==> src/hw/rtl/bss_pkg.sv <==
// shared types and codes for the bounded sorting stack
`default_nettype none

package bss_pkg;

  // operation codes of an input word
  typedef enum logic [1:0] {
    OP_PUSH = 2'd0,
    OP_POP  = 2'd1,
    OP_PEEK = 2'd2,
    OP_SORT = 2'd3
  } op_t;

  // result status codes
  typedef enum logic [1:0] {
    ST_DONE  = 2'd0,
    ST_EMPTY = 2'd1,
    ST_FULL  = 2'd2
  } status_t;

  // sequencer states
  typedef enum logic [2:0] {
    S_IDLE,
    S_READ,
    S_SORT_FIRST,
    S_SORT_STEP,
    S_SORT_END
  } state_t;

  // storage write data source
  typedef enum logic [1:0] {
    WSEL_PUSH,
    WSEL_MIN,
    WSEL_CARRY
  } wsel_t;

  // result read_value source
  typedef enum logic [1:0] {
    RSEL_ZERO,
    RSEL_ONES,
    RSEL_RAM
  } rsel_t;

  localparam logic signed [31:0] EMPTY_WORD = -32'sd1;

  typedef struct packed {
    op_t               op;
    logic signed [31:0] push_value;
  } in_word_t;

  typedef struct packed {
    logic signed [31:0] read_value;
    status_t            status;
    logic [4:0]         entry_count;
  } out_word_t;

  // sequencer to datapath controls
  typedef struct packed {
    logic    rd_en;
    logic    wr_en;
    wsel_t   wsel;
    logic    carry_ld;
    logic    carry_max;
    logic    out_ld;
    rsel_t   rsel;
    status_t status;
  } seq_ctrl_t;

endpackage

`default_nettype wire

==> src/hw/rtl/bss_ram.sv <==
// generic single write, single read ram with registered read data
`default_nettype none

module bss_ram #(
  parameter int WIDTH = 32,
  parameter int DEPTH = 16,
  localparam int AW = (DEPTH > 1) ? $clog2(DEPTH) : 1
) (
  input  wire logic             clk,
  input  wire logic             wr_en,
  input  wire logic [AW-1:0]    wr_addr,
  input  wire logic [WIDTH-1:0] wr_data,
  input  wire logic             rd_en,
  input  wire logic [AW-1:0]    rd_addr,
  output logic      [WIDTH-1:0] rd_data
);

  logic [WIDTH-1:0] mem [DEPTH];
  logic [WIDTH-1:0] rd_data_r;

  // write port
  always_ff @(posedge clk) begin
    if (wr_en) begin
      mem[wr_addr] <= wr_data;
    end
  end

  // registered read port
  always_ff @(posedge clk) begin
    if (rd_en) begin
      rd_data_r <= mem[rd_addr];
    end
  end

  assign rd_data = rd_data_r;

endmodule

`default_nettype wire

==> src/hw/rtl/bss_minmax.sv <==
// shared signed compare unit: splits two words into lower and higher
`default_nettype none

module bss_minmax (
  input  wire logic signed [31:0] a,
  input  wire logic signed [31:0] b,
  output logic signed      [31:0] lo,
  output logic signed      [31:0] hi
);

  logic a_gt_b;

  // one signed compare, then select
  always_comb begin
    a_gt_b = (a > b);
    lo     = a_gt_b ? b : a;
    hi     = a_gt_b ? a : b;
  end

endmodule

`default_nettype wire

==> src/hw/rtl/bss_seq.sv <==
// sequencer: stack pointer, sort pass counters and datapath controls
`default_nettype none

module bss_seq #(
  parameter int DEPTH = 16,
  localparam int AW = (DEPTH > 1) ? $clog2(DEPTH) : 1,
  localparam int CW = $clog2(DEPTH + 1)
) (
  input  wire logic              clk,
  input  wire logic              rst_n,
  input  wire logic              start,
  input  wire bss_pkg::op_t      op,
  output logic                   busy,
  output logic [AW-1:0]          rd_addr,
  output logic [AW-1:0]          wr_addr,
  output logic [CW-1:0]          cnt_nxt,
  output bss_pkg::seq_ctrl_t     ctrl
);

  bss_pkg::state_t state_r, state_nxt;
  logic [CW-1:0]   count_r;
  logic [AW-1:0]   j_r, j_nxt;
  logic [AW-1:0]   lim_r, lim_nxt;
  logic            accept;
  logic            is_full;
  logic            is_empty;
  logic            few;
  logic            at_lim;
  logic            last_pass;
  logic [CW-1:0]   count_dec;

  always_comb begin
    accept    = start && (state_r == bss_pkg::S_IDLE);
    is_full   = (count_r == CW'(DEPTH));
    is_empty  = (count_r == '0);
    few       = (count_r < CW'(2));
    at_lim    = (j_r == lim_r);
    last_pass = (lim_r == AW'(1));
    count_dec = count_r - CW'(1);
  end

  assign busy = (state_r != bss_pkg::S_IDLE);

  // next state
  always_comb begin
    state_nxt = state_r;
    unique case (state_r)
      bss_pkg::S_IDLE: begin
        if (accept) begin
          unique case (op)
            bss_pkg::OP_PUSH: state_nxt = bss_pkg::S_IDLE;
            bss_pkg::OP_POP,
            bss_pkg::OP_PEEK: state_nxt = is_empty ? bss_pkg::S_IDLE : bss_pkg::S_READ;
            bss_pkg::OP_SORT: state_nxt = few ? bss_pkg::S_IDLE : bss_pkg::S_SORT_FIRST;
            default:          state_nxt = bss_pkg::S_IDLE;
          endcase
        end
      end
      bss_pkg::S_READ:       state_nxt = bss_pkg::S_IDLE;
      bss_pkg::S_SORT_FIRST: state_nxt = bss_pkg::S_SORT_STEP;
      bss_pkg::S_SORT_STEP:  state_nxt = at_lim ? bss_pkg::S_SORT_END : bss_pkg::S_SORT_STEP;
      bss_pkg::S_SORT_END:   state_nxt = last_pass ? bss_pkg::S_IDLE : bss_pkg::S_SORT_FIRST;
      default:               state_nxt = bss_pkg::S_IDLE;
    endcase
  end

  // outputs, counters and addresses
  always_comb begin
    ctrl      = '{rd_en: 1'b0, wr_en: 1'b0, wsel: bss_pkg::WSEL_PUSH, carry_ld: 1'b0,
                  carry_max: 1'b0, out_ld: 1'b0, rsel: bss_pkg::RSEL_ZERO,
                  status: bss_pkg::ST_DONE};
    cnt_nxt   = count_r;
    j_nxt     = j_r;
    lim_nxt   = lim_r;
    rd_addr   = '0;
    wr_addr   = '0;
    unique case (state_r)
      bss_pkg::S_IDLE: begin
        if (accept) begin
          ctrl.out_ld = 1'b1;
          unique case (op)
            bss_pkg::OP_PUSH: begin
              wr_addr = count_r[AW-1:0];
              if (is_full) begin
                ctrl.status = bss_pkg::ST_FULL;
              end else begin
                ctrl.wr_en = 1'b1;
                cnt_nxt    = count_r + CW'(1);
              end
            end
            bss_pkg::OP_POP,
            bss_pkg::OP_PEEK: begin
              rd_addr = count_dec[AW-1:0];
              if (is_empty) begin
                ctrl.rsel   = bss_pkg::RSEL_ONES;
                ctrl.status = bss_pkg::ST_EMPTY;
              end else begin
                // result is loaded once the read data is back
                ctrl.out_ld = 1'b0;
                ctrl.rd_en  = 1'b1;
                if (op == bss_pkg::OP_POP) begin
                  cnt_nxt = count_dec;
                end
              end
            end
            bss_pkg::OP_SORT: begin
              if (!few) begin
                ctrl.out_ld = 1'b0;
                ctrl.rd_en  = 1'b1;
                rd_addr     = '0;
                j_nxt       = AW'(1);
                lim_nxt     = count_dec[AW-1:0];
              end
            end
            default: ;
          endcase
        end
      end
      bss_pkg::S_READ: begin
        ctrl.out_ld = 1'b1;
        ctrl.rsel   = bss_pkg::RSEL_RAM;
      end
      bss_pkg::S_SORT_FIRST: begin
        // bottom entry becomes the carried word of this pass
        ctrl.carry_ld = 1'b1;
        ctrl.rd_en    = 1'b1;
        rd_addr       = j_r;
      end
      bss_pkg::S_SORT_STEP: begin
        // lower word drops one place, higher word is carried upward
        ctrl.carry_ld  = 1'b1;
        ctrl.carry_max = 1'b1;
        ctrl.wr_en     = 1'b1;
        ctrl.wsel      = bss_pkg::WSEL_MIN;
        wr_addr        = j_r - AW'(1);
        if (!at_lim) begin
          ctrl.rd_en = 1'b1;
          rd_addr    = j_r + AW'(1);
          j_nxt      = j_r + AW'(1);
        end
      end
      bss_pkg::S_SORT_END: begin
        // largest word of the pass lands on the pass top
        ctrl.wr_en = 1'b1;
        ctrl.wsel  = bss_pkg::WSEL_CARRY;
        wr_addr    = lim_r;
        if (last_pass) begin
          ctrl.out_ld = 1'b1;
        end else begin
          ctrl.rd_en = 1'b1;
          rd_addr    = '0;
          j_nxt      = AW'(1);
          lim_nxt    = lim_r - AW'(1);
        end
      end
      default: ;
    endcase
  end

  // control registers
  always_ff @(posedge clk) begin
    if (!rst_n) begin
      state_r <= bss_pkg::S_IDLE;
      count_r <= '0;
      j_r     <= '0;
      lim_r   <= '0;
    end else begin
      state_r <= state_nxt;
      count_r <= cnt_nxt;
      j_r     <= j_nxt;
      lim_r   <= lim_nxt;
    end
  end

endmodule

`default_nettype wire

==> src/hw/rtl/bounded_sorting_stack.sv <==
// Push and any empty or full case give the result word in the cycle after start; pop and
// peek of a held word read the entry ram, then load the result word from the read data.
// Sort of n entries runs n-1 bubble passes through one signed compare unit and the
// single-read-port entry ram; a sort of fewer than two entries answers like a push.
// Throughput: a new word is taken whenever busy is low; the result strobe cannot be stalled.
// Reset (rst_n low, synchronous) empties the stack and idles the sequencer; ram is not cleared.
`default_nettype none

module bounded_sorting_stack #(
  parameter int DEPTH = 16
) (
  input  wire logic               clk,
  input  wire logic               rst_n,
  input  wire logic               start,
  input  wire bss_pkg::in_word_t  in_word,
  output logic                    busy,
  output logic                    out_strobe,
  output bss_pkg::out_word_t      out_word
);

  localparam int AW = (DEPTH > 1) ? $clog2(DEPTH) : 1;
  localparam int CW = $clog2(DEPTH + 1);

  bss_pkg::seq_ctrl_t  ctrl;
  logic [AW-1:0]       rd_addr;
  logic [AW-1:0]       wr_addr;
  logic [CW-1:0]       cnt_nxt;
  logic [CW+4:0]       cnt_ext;
  logic signed [31:0]  rd_data;
  logic signed [31:0]  wr_data;
  logic signed [31:0]  carry_r, carry_nxt;
  logic signed [31:0]  cmp_lo;
  logic signed [31:0]  cmp_hi;
  logic                out_strobe_r;
  bss_pkg::out_word_t  out_word_r, out_word_nxt;

  bss_seq #(.DEPTH(DEPTH)) u_seq (
    .clk     (clk),
    .rst_n   (rst_n),
    .start   (start),
    .op      (in_word.op),
    .busy    (busy),
    .rd_addr (rd_addr),
    .wr_addr (wr_addr),
    .cnt_nxt (cnt_nxt),
    .ctrl    (ctrl)
  );

  bss_ram #(.WIDTH(32), .DEPTH(DEPTH)) u_ram (
    .clk     (clk),
    .wr_en   (ctrl.wr_en),
    .wr_addr (wr_addr),
    .wr_data (wr_data),
    .rd_en   (ctrl.rd_en),
    .rd_addr (rd_addr),
    .rd_data (rd_data)
  );

  bss_minmax u_minmax (
    .a  (carry_r),
    .b  (rd_data),
    .lo (cmp_lo),
    .hi (cmp_hi)
  );

  // write data and carried word
  always_comb begin
    unique case (ctrl.wsel)
      bss_pkg::WSEL_PUSH:  wr_data = in_word.push_value;
      bss_pkg::WSEL_MIN:   wr_data = cmp_lo;
      bss_pkg::WSEL_CARRY: wr_data = carry_r;
      default:             wr_data = carry_r;
    endcase
    carry_nxt = ctrl.carry_max ? cmp_hi : rd_data;
  end

  // result word
  always_comb begin
    cnt_ext = {5'd0, cnt_nxt};
    out_word_nxt.status      = ctrl.status;
    out_word_nxt.entry_count = cnt_ext[4:0];
    unique case (ctrl.rsel)
      bss_pkg::RSEL_ZERO: out_word_nxt.read_value = '0;
      bss_pkg::RSEL_ONES: out_word_nxt.read_value = bss_pkg::EMPTY_WORD;
      bss_pkg::RSEL_RAM:  out_word_nxt.read_value = rd_data;
      default:            out_word_nxt.read_value = '0;
    endcase
  end

  always_ff @(posedge clk) begin
    if (ctrl.carry_ld) begin
      carry_r <= carry_nxt;
    end
    if (ctrl.out_ld) begin
      out_word_r <= out_word_nxt;
    end
  end

  always_ff @(posedge clk) begin
    if (!rst_n) begin
      out_strobe_r <= 1'b0;
    end else begin
      out_strobe_r <= ctrl.out_ld;
    end
  end

  assign out_strobe = out_strobe_r;
  assign out_word   = out_word_r;

  // a result follows an accepted word or the end of a busy stretch
  a_strobe_cause: assert property (@(posedge clk) disable iff (!rst_n)
    out_strobe |-> ($past(start && !busy) || $past(busy)))
    else $error("result strobe without a word in progress");

  // leaving busy always delivers the result
  a_busy_end: assert property (@(posedge clk) disable iff (!rst_n)
    $fell(busy) |-> out_strobe)
    else $error("busy dropped without a result");

  // an empty answer reads all ones on an empty stack
  a_empty_word: assert property (@(posedge clk) disable iff (!rst_n)
    (out_strobe && out_word.status == bss_pkg::ST_EMPTY) |->
      (out_word.read_value == bss_pkg::EMPTY_WORD && out_word.entry_count == 5'd0))
    else $error("empty status with wrong value or count");

endmodule

`default_nettype wire
==> config.mk <==
export PLATFORM = sky130hd
export DESIGN_NAME = bounded_sorting_stack
export DESIGN_NICKNAME = d
export VERILOG_FILES = /design/src/hw/rtl/bss_pkg.sv /design/src/hw/rtl/bss_ram.sv /design/src/hw/rtl/bss_minmax.sv /design/src/hw/rtl/bss_seq.sv /design/src/hw/rtl/bounded_sorting_stack.sv
export SDC_FILE = /design/constraint.sdc
export NUM_CORES = 1
export LEC_CHECK = 0
export BUFFER_PORTS_ARGS = -buffer_cell sky130_fd_sc_hd__buf_2
export CAP_MARGIN = 0
export CORE_UTILIZATION = 50
export DETAILED_ROUTE_END_ITERATION = 6
export HOLD_SLACK_MARGIN = 0.12
export MAX_ROUTING_LAYER = met4
export PLACE_DENSITY = 0.66
export SYNTH_ARGS = -nofsm -noshare
export SYNTH_HDL_FRONTEND = slang
export SYNTH_HIERARCHICAL = 1
export SYNTH_SLANG_ARGS = --single-unit
==> constraint.sdc <==
create_clock -name clk -period 13.05 [get_ports clk]
set_clock_uncertainty 0.1 [all_clocks]
set_input_delay 1.9575 -clock clk [delete_from_list [all_inputs] [get_ports clk]]
set_output_delay 1.9575 -clock clk [all_outputs]
set_load 0.005 [all_outputs]
After elaboration in Yosys (flattened, before gate mapping):

Memory sizes are Yosys's and may differ from the RTL's. A register that Yosys moved wholly into a read port is not among the register bits.
Index checks and enable logic that the tools add are counted.

* bits in registers: 88
* RAM bits: 512
* bits of input ports: 37
* output and inout port bits: 41
* logic and storage cells: 113
* memories: 1

Memories
* u_ram.mem: depth 16, bits a word 32, read ports 1, clocked after Yosys merged registers in 1, wr ports 1, line bss_ram.sv:18 `logic [WIDTH-1:0] mem [DEPTH];`

* add/subtract/negate cells: 5
* $lt $le $gt $ge: 2
* eq/ne operators: 19
* muxes and demuxes: 62
* reduce and logical (&&, ||, !) cells: 15

Operators with widths (count)
* one-hot mux 32 bit (2 select lines): 2
* two-way mux 32 bit: 3
* two-way mux 4 bit: 14
* one-hot mux 4 bit (3 select lines): 3
* > comparator 32 bit: 1
* two-way mux 5 bit: 6
* two-way mux 1 bit: 15
* one-hot mux 2 bit (2 select lines): 3
* one-hot mux 3 bit (4 select lines): 1
* != test 2 bit (second input constant): 5
* one-hot mux 5 bit (2 select lines): 1
* two-way mux 3 bit: 3
* one-hot mux 3 bit (3 select lines): 1
* two-way mux 2 bit: 4
* one-hot mux 4 bit (2 select lines): 1
* subtractor 4 x 1 -> 4 bit (second input constant): 2
* == test 2 x 1 -> 1 bit (second input constant): 3
* == test 2 bit (second input constant): 3
* == test 3 x 2 -> 1 bit (second input constant): 2
* one-hot mux 1 bit (2 select lines): 3
* AND reduction 6 bit: 1
* nonzero test 3 bit: 2
* OR reduction 2 bit: 3
* adder 5 x 1 -> 5 bit (second input constant): 1
* 18 further kinds: 20

Logic depth before layout (Yosys ltp):

Gate-level depths: netlist of the first run.

* word-level depth: 7
* mapped depth: 14
* mapped depth without buffers: 11

Cells and area by module:

The synthesis of the first run kept the hierarchy.

By module, submodules not included
* bss_ram: instances 1, cells each 838, area each 20155.6 um^2, sequential area each 16335.7 um^2
* bounded_sorting_stack: instances 1, cells each 293, area each 3768.6 um^2, sequential area each 2152.1 um^2
* bss_minmax: instances 1, cells each 428, area each 2880.3 um^2, sequential area each 0.0 um^2
* bss_seq: instances 1, cells each 200, area each 1596.5 um^2, sequential area each 320.3 um^2

Worst setup path before layout of the first run:

Ideal clock, no wire load.

* kind: input-to-reg
* from: in in_word[33] in the netlist's numbering
* to: mem u_ram.mem[0][0], enable pin
* library setup time: 0.461 ns
* arrival time: 5.651 ns
* data required time: 12.489 ns
* setup slack: 6.838 ns
* stages on the path: 8
* path buffers: 0
* cell sequence: inv_1 ha_1 inv_1 nor2_1 a21oi_1 o31ai_1 or3b_2 nor3_1

RTL lines
* from (decl): line bounded_sorting_stack.sv:15 `input wire bss_pkg::in_word_t in_word,`
* to (decl): line bss_ram.sv:18

Final worst setup path of the first run:

* from: in in_word[32] in the netlist's numbering
* to: reg u_ram.rd_data_r[15] (netlist: u_ram/rd_data[15]) (read register of u_ram.mem) (data pin)

* longest elaborated chain between the ends: 5
* elaborated cells between the ends (all ways): 10
* classes of those cells: 3 x eq/ne; 6 x mux; 1 x reduce/logical

Ends and longest elaborated chain
* == test 2 bit / == test 2 x 1 -> 1 bit (equally long branches): line bss_seq.sv:81 `unique case (op)`
* OR reduction 2 bit *: line bss_seq.sv:81
* two-way mux 4 bit *
* two-way mux 4 bit *: line bss_seq.sv:79 `if (accept) begin`
* one-hot mux 4 bit (3 select lines) *: line bss_seq.sv:77 `unique case (state_r)`
* net rd_addr[0]: line bounded_sorting_stack.sv:25 `logic [AW-1:0] rd_addr;`
* to (decl): line bss_ram.sv:19 `logic [WIDTH-1:0] rd_data_r;`

Mark *: on every way through the listed nets, which the timed path passes. The rest lies on a longest branch.
A chain may end at the register's enable or synchronous reset.

==> results_dict.tcl, run 1 <==
set metrics [dict create \
    yosysSeqAreaShare_pct 66.22 \
    grt_usage_pct 23.38 \
    worstHoldStart "u_seq/j_r[3]$_SDFFE_PN0P_" \
    numPortBuffers 77 \
    mappedNetlistArea_sq_um 28400 \
    rows 86 \
    drt_iter0_drc 1803 \
    path_cells "buf_2 > inv_1 > ha_1 > nand2_1 > o221ai_4 > buf_4 > buf_4 > mux4_2 > a22oi_1 > nand2_1" \
    clockBufferDepth 3 \
    ios 78 \
    reg2regPathDepth 9 \
    antenna_found_initial 1 \
    ir_drop_v 0.0001048 \
    post_cts_buffers 0 \
    postCtsResizedCells 0 \
    grt_max_degree 76 \
    report.final.slew_viol_count 0 \
    dp_cells 2491 \
    crit_arrival_ps 6120 \
    cts_hold_buf 0 \
    critPathKind "primary input to register" \
    vias 16332 \
    drcViolationCount 0 \
    drive_above_1_share_pct 22.11 \
    wl_um 64250 \
    max_clock_freq_mhz 170.7 \
    yosys-top-cells-area "edfxtp_1 65%, mux4_2 10%, nand2_1 2.0%" \
    crit_family "buffers and inverters" \
    cts-root-buf "clkbuf_16" \
    stdcell_count 2599 \
    htree_levels 2 \
    initial_core_util_pct 51.05 \
    dieArea_sq_um 57760 \
    synth-seq-cells 632 \
    cp-endpoint "u_ram/rd_data[15]$_DFFE_PP_" \
    setup_viol 0 \
    yosysTopAreaCell "edfxtp_1" \
    timing.rr.start "u_seq/state_r[1]$_SDFFE_PN0P_" \
    fin_nets 1886 \
    postSynthCellCount 1759 \
    busiest_layer "met2" \
    syn_nets 1839 \
    cts_tree "done" \
    rsz0062_at_grt "false" \
    synth.avg_cell_area_sq_um 16.15 \
    critPathRequiredTime_ps 13310 \
    finalHoldViolations 0 \
    gr-total-overflow 0 \
    startpoint_type "primary input" \
    place_congestion 0.8792 \
    synth_edf_count 615 \
    vias_per_cell 6.284 \
    firstDrtPassIters 5 \
    rr_endpoint "u_ram/rd_data[15]$_DFFE_PP_" \
    ys_top_cells_by_count "615 x edfxtp_1, 148 x nand2_1, 128 x mux4_2" \
    synth_top_flop_cell "edfxtp_1" \
    routedWlPerCell_um 24.72 \
    ant_nets 0 \
    path_clk_slew_ps 60 \
    max_stage_delay_ps 870 \
    hold_path.class "register to register" \
    period_needed_ps 5857 \
    grt_pass1_wl_um 98080 \
    crit_cells 10 \
    maxCapViolations 0 \
    period_share_pct 44.88 \
    dpl.hpwl_um 37620 \
    outcome "finished clean" \
    cts_buffers 60 \
    cp-startpoint "in_word[32]" \
    clock_latency_ps 620 \
    area_delta_synth_final_pct 10.11 \
    met1_usage_pct 33.76 \
    grt_use_met2_pct 35.16 \
    worst-path-buf-inv 4 \
    core_area_sq_um 55630 \
    cp_slowest_cell "buf_4" \
    first_global_vias 15875 \
    r2r_slack_ps 7690 \
    tightest_slew_ps 1368 \
    setup-tns-final_ps 0 \
    die_width_um 240.3 \
    max_slew_margin_pct 8.184 \
    leakage_uw 0.01009 \
    die_h_um 240.3 \
    synth_cell_types 81 \
    synth_top_area_share_pct 65.02 \
    synthArstFlopShare_pct 0 \
    met3_usage_pct 2.939 \
    p_per_area_nw_per_um2 134.0 \
    path_max_fanout 46 \
    endpoint_kind "register" \
    cts.sinks 632 \
    synth_warnings 6 \
    synth.most_common_cell "edfxtp_1" \
]
## worst register-to-register path, stage by stage (launching register included)
cell and delay [ps]:
dfxtp_1 600, nand3b_1 430, inv_4 380, nand2_1 240
o221ai_4 840, buf_4 890, buf_4 710, mux4_2 610
a22oi_1 210, nand2_1 80
## layout by cell type (no fill, tap or decap), drive strengths merged, types with 32 or more instances in the layout
cell    instances
clkbuf         74
mux4          128
o22ai          65
o221a          33
edfxtp        615
o21ai          42
a22oi          65
nand2         148
mux2i          35
mux2           34
o311a          32
inv            58
ha             43
a41oi          34
buf           115
a21oi          57
nor2           94
## how the worst min path moves through the flow
stage          cells past startpoint  slack [ps]                         to
3_3_place_gp                       2         450  u_seq/j_r[3]$_SDFFE_PN0P_
6_report                           2         460  u_seq/j_r[3]$_SDFFE_PN0P_
5_1_grt                            2         480  u_seq/j_r[3]$_SDFFE_PN0P_
3_5_place_dp                       2         450  u_seq/j_r[3]$_SDFFE_PN0P_
2_1_floorplan                      2         430  u_seq/j_r[1]$_SDFFE_PN0P_
4_1_cts                            2         460  u_seq/j_r[3]$_SDFFE_PN0P_
## report_power, final
part,internal [uW],switching (uW),total [uW]
clock,917,721,1640
sequential,2250,8.85,2260
combinational,119,170,289
## cells by family (layout without fill, tap and decap cells)
group	after synthesis	after routing	synth area share [%]
AND/OR/NAND/NOR	311	311	4.987
AO/OA/AOI/OAI	379	379	10.01
XOR/XNOR	10	10	0.3084
buffers and inverters	187	278	3.445
multiplexers	197	197	13.13
other	0	1	0
flip-flops	632	632	66.22
adder cells (fa/ha/maj)	43	43	1.894
## registers in the layout (all words and copies together) (netlist names)
name,flops
u_ram/mem,512
out_word,39
carry_r,32
u_ram/rd_data,32
u_seq/count_r,5
u_seq/j_r,4
u_seq/lim_r,4
u_seq/state_r,3
out_strobe,1
## through the flow
stage / cell area, sq um / utilization (%) / total power (uW) / setup slack [ps] / hold slack [ps]
6_report: 31270 / 56.22 / 4189 / 7193 / 463.2
3_3_place_gp: 29440 / 52.91 / 2589 / 6505 / 450.8
4_1_cts: 31250 / 56.18 / 4220 / 7089 / 458.7
5_1_grt: 31270 / 56.22 / 4322 / 6777 / 477.2
3_5_place_dp: 29440 / 52.91 / 2595 / 6403 / 450.7
2_1_floorplan: 28400 / - / 2507 / 6838 / 430.5
## metal layers
metal  vias to the layer above  share of wire [%]  wire, um
met3                        86                6.7      4314
met4                         0                1.9      1192
met5                         -                  0         0
li1                       7230                  -         -
met1                      8411                 45     28880
met2                       605                 46     29860
## area by class of cell
cell class | instances | area (sq um)
timing repair buffer | 115 | 674.4
inverter | 57 | 216.5
clock inverter | 32 | 262.8
tap | 748 | 935.9
antenna | 1 | 2.502
sequential | 632 | 18810
multi-input combinational | 940 | 8820
fill | 4245 | 24360
clock buffer | 74 | 1554
Note: power is estimated with default switching activity, not from simulation.
==> inputs of run 2 (changes only) <==
==> constraint.sdc (replaced) <==
create_clock -name clk -period 6.1 [get_ports clk]
set_clock_uncertainty 0.1 [all_clocks]
set_input_delay 0.915 -clock clk [delete_from_list [all_inputs] [get_ports clk]]
set_output_delay 0.915 -clock clk [all_outputs]
set_load 0.005 [all_outputs]
==> run 2 against run 1 <==
  * Design area grew 1.3%
  * First-iteration DRC count grew 0.94%
  * Wire length grew 5.0%
  * Setup slack lost 5900 ps
  * Count of clock-buffer cells in the layout is the same
  * Via count grew 2.7%
  * Final cell count grew 0.62%
  * Non-clock buffer count grew 9
  * Hold slack gained 2.7 ps
  * Combinational power grew 140%
  * Critical endpoint is now u_ram/mem[13][26]$_DFFE_PP_
==> results_dict.tcl, run 2 (same netlist as run 1, synthesis figures left out) <==
set metrics [dict create \
    internal_power_uw 7430 \
    p_per_area_nw_per_um2 299.0 \
    maxCapViolations 0 \
    hold_path.class "register to register" \
    setup-tns-final_ps 0 \
    swShare_pct 21.58 \
    initial_core_util_pct 51.05 \
    numPortBuffers 77 \
    placed_cell_area_sq_um 29570 \
    die_width_um 240.3 \
    first_global_vias 16338 \
    path_clk_slew_ps 60 \
    mostFrequentLayoutCells "615 x edfxtp_1, 148 x nand2_1, 128 x mux4_2, 80 x nor2_1, 77 x buf_2" \
    largest_reg_flops 512 \
    endpoint_kind "register" \
    ant_nets 0 \
    period_share_pct 78.13 \
    p_clk_share_pct 41.8 \
    clockBufferDepth 3 \
    rows 86 \
    period_needed_ps 4766 \
    setup_viol 0 \
    seqPwrFrac_pct 51.0 \
    startpoint_type "register" \
    core_area_sq_um 55630 \
    place_congestion 0.8861 \
    finalHoldViolations 0 \
    final_common_cell "edfxtp_1" \
    leakage_uw 0.01030 \
    max_clock_freq_mhz 209.8 \
    clock_latency_ps 590 \
    routedWlPerCell_um 25.80 \
    outcome "finished clean" \
    ios 78 \
    rsz0062_at_grt "false" \
    fin_nets 1901 \
    ir_drop_v 0.0002105 \
    tightest_slew_ps 1353 \
    postLayoutCellArea_sq_um 31690 \
    htree_levels 3 \
    worst_slack_ps 1334 \
    drive_above_1_share_pct 23.04 \
    die_h_um 240.3 \
    critPathRequiredTime_ps 6190 \
    post-route-util_pct 56.96 \
    n_fill_cell 4199 \
    regArea_sq_um 18810 \
    path_max_fanout 26 \
    cts_tree "done" \
    cts_buffers 66 \
    area_delta_synth_final_pct 11.56 \
    dpl.hpwl_um 40350 \
    crit_arrival_ps 4850 \
    stdcell_count 2615 \
    critPathKind "register to register" \
    dieArea_sq_um 57760 \
    drt_iter0_drc 1820 \
    cts.sinks 632 \
    gr-total-overflow 0 \
    pre_cts_slack_ps 1389 \
    comb_power_share_pct 7.2 \
    antenna_found_initial 0 \
    largest-register "u_ram/mem" \
    cts_hold_buf 0 \
    grt_usage_pct 24.65 \
    p_switching_uw 2045 \
    grt_max_degree 97 \
    wl_um 67460 \
    vias_per_cell 6.417 \
    postCtsResizedCells 0 \
    multi_input_area_sq_um 8812 \
    report.final.slew_viol_count 0 \
    drcViolationCount 0 \
    cts-root-buf "clkbuf_16" \
    post_cts_buffers 0 \
    dp_cells 2501 \
    vias 16781 \
    firstDrtPassIters 7 \
    max_slew_margin_pct 9.225 \
    grt_pass1_wl_um 102600 \
]
[run 2: layout make-up]
type                    count  area share (%)
inverters                  57          0.6831
clock inverters            39           1.149
flip-flops and latches    632           59.36
clock buffers              74           5.509
multi-input cells         940           27.81
well taps                 748           2.954
diodes                      1        0.007898
repair buffers            124           2.527
[run 2: critical path: stages (launching register included)]
cell	delay [ps]
edfxtp_1	490
inv_1	100
ha_1	300
nand4_1	200
nor3_1	550
a221oi_2	230
o21ai_4	650
buf_4	430
o311a_1	200
mux2i_1	70
o21ai_1	1040
[run 2: worst paths after layout]
| kind | cells after the start | start | to | slack (ps) |
|---|---|---|---|---|
| max reg2reg | 10 | u_ram/rd_data[10]$_DFFE_PP_ | u_ram/mem[13][26]$_DFFE_PP_ | 1330 |
| min reg2reg | 2 | u_seq/j_r[3]$_SDFFE_PN0P_ | u_seq/j_r[3]$_SDFFE_PN0P_ | 470 |
| min | 2 | u_seq/j_r[3]$_SDFFE_PN0P_ | u_seq/j_r[3]$_SDFFE_PN0P_ | 470 |
| max | 10 | u_ram/rd_data[10]$_DFFE_PP_ | u_ram/mem[13][26]$_DFFE_PP_ | 1330 |
[run 2: through the flow]
stage,hold WS [ps],power (uW)
after detailed placement,457.4,5603
after CTS,466.0,9546
after global routing,502.5,9767
after global placement,439.2,5593
final,466.0,9475
after floorplan,430.5,5363
[run 2: per-layer routing]
layer	up-vias	wire length [um]	part of all wire [%]	global-route usage [%]
met5	-	0	0	-
met3	103	4685	6.9	3.433
met1	8728	29800	44	35.29
li1	7269	-	-	-
met4	0	1181	1.8	6.234
met2	681	31790	47	37.42
[run 2: power groups by stage]
stage               Combinational [uW]  Clock [uW]  Sequential (uW)
finish                             680        3960             4840
global route                       729        4200             4840
CTS                                678        4030             4840
detailed placement                 675           0             4930
global placement                   667           0             4930
floorplan                          436           0             4930
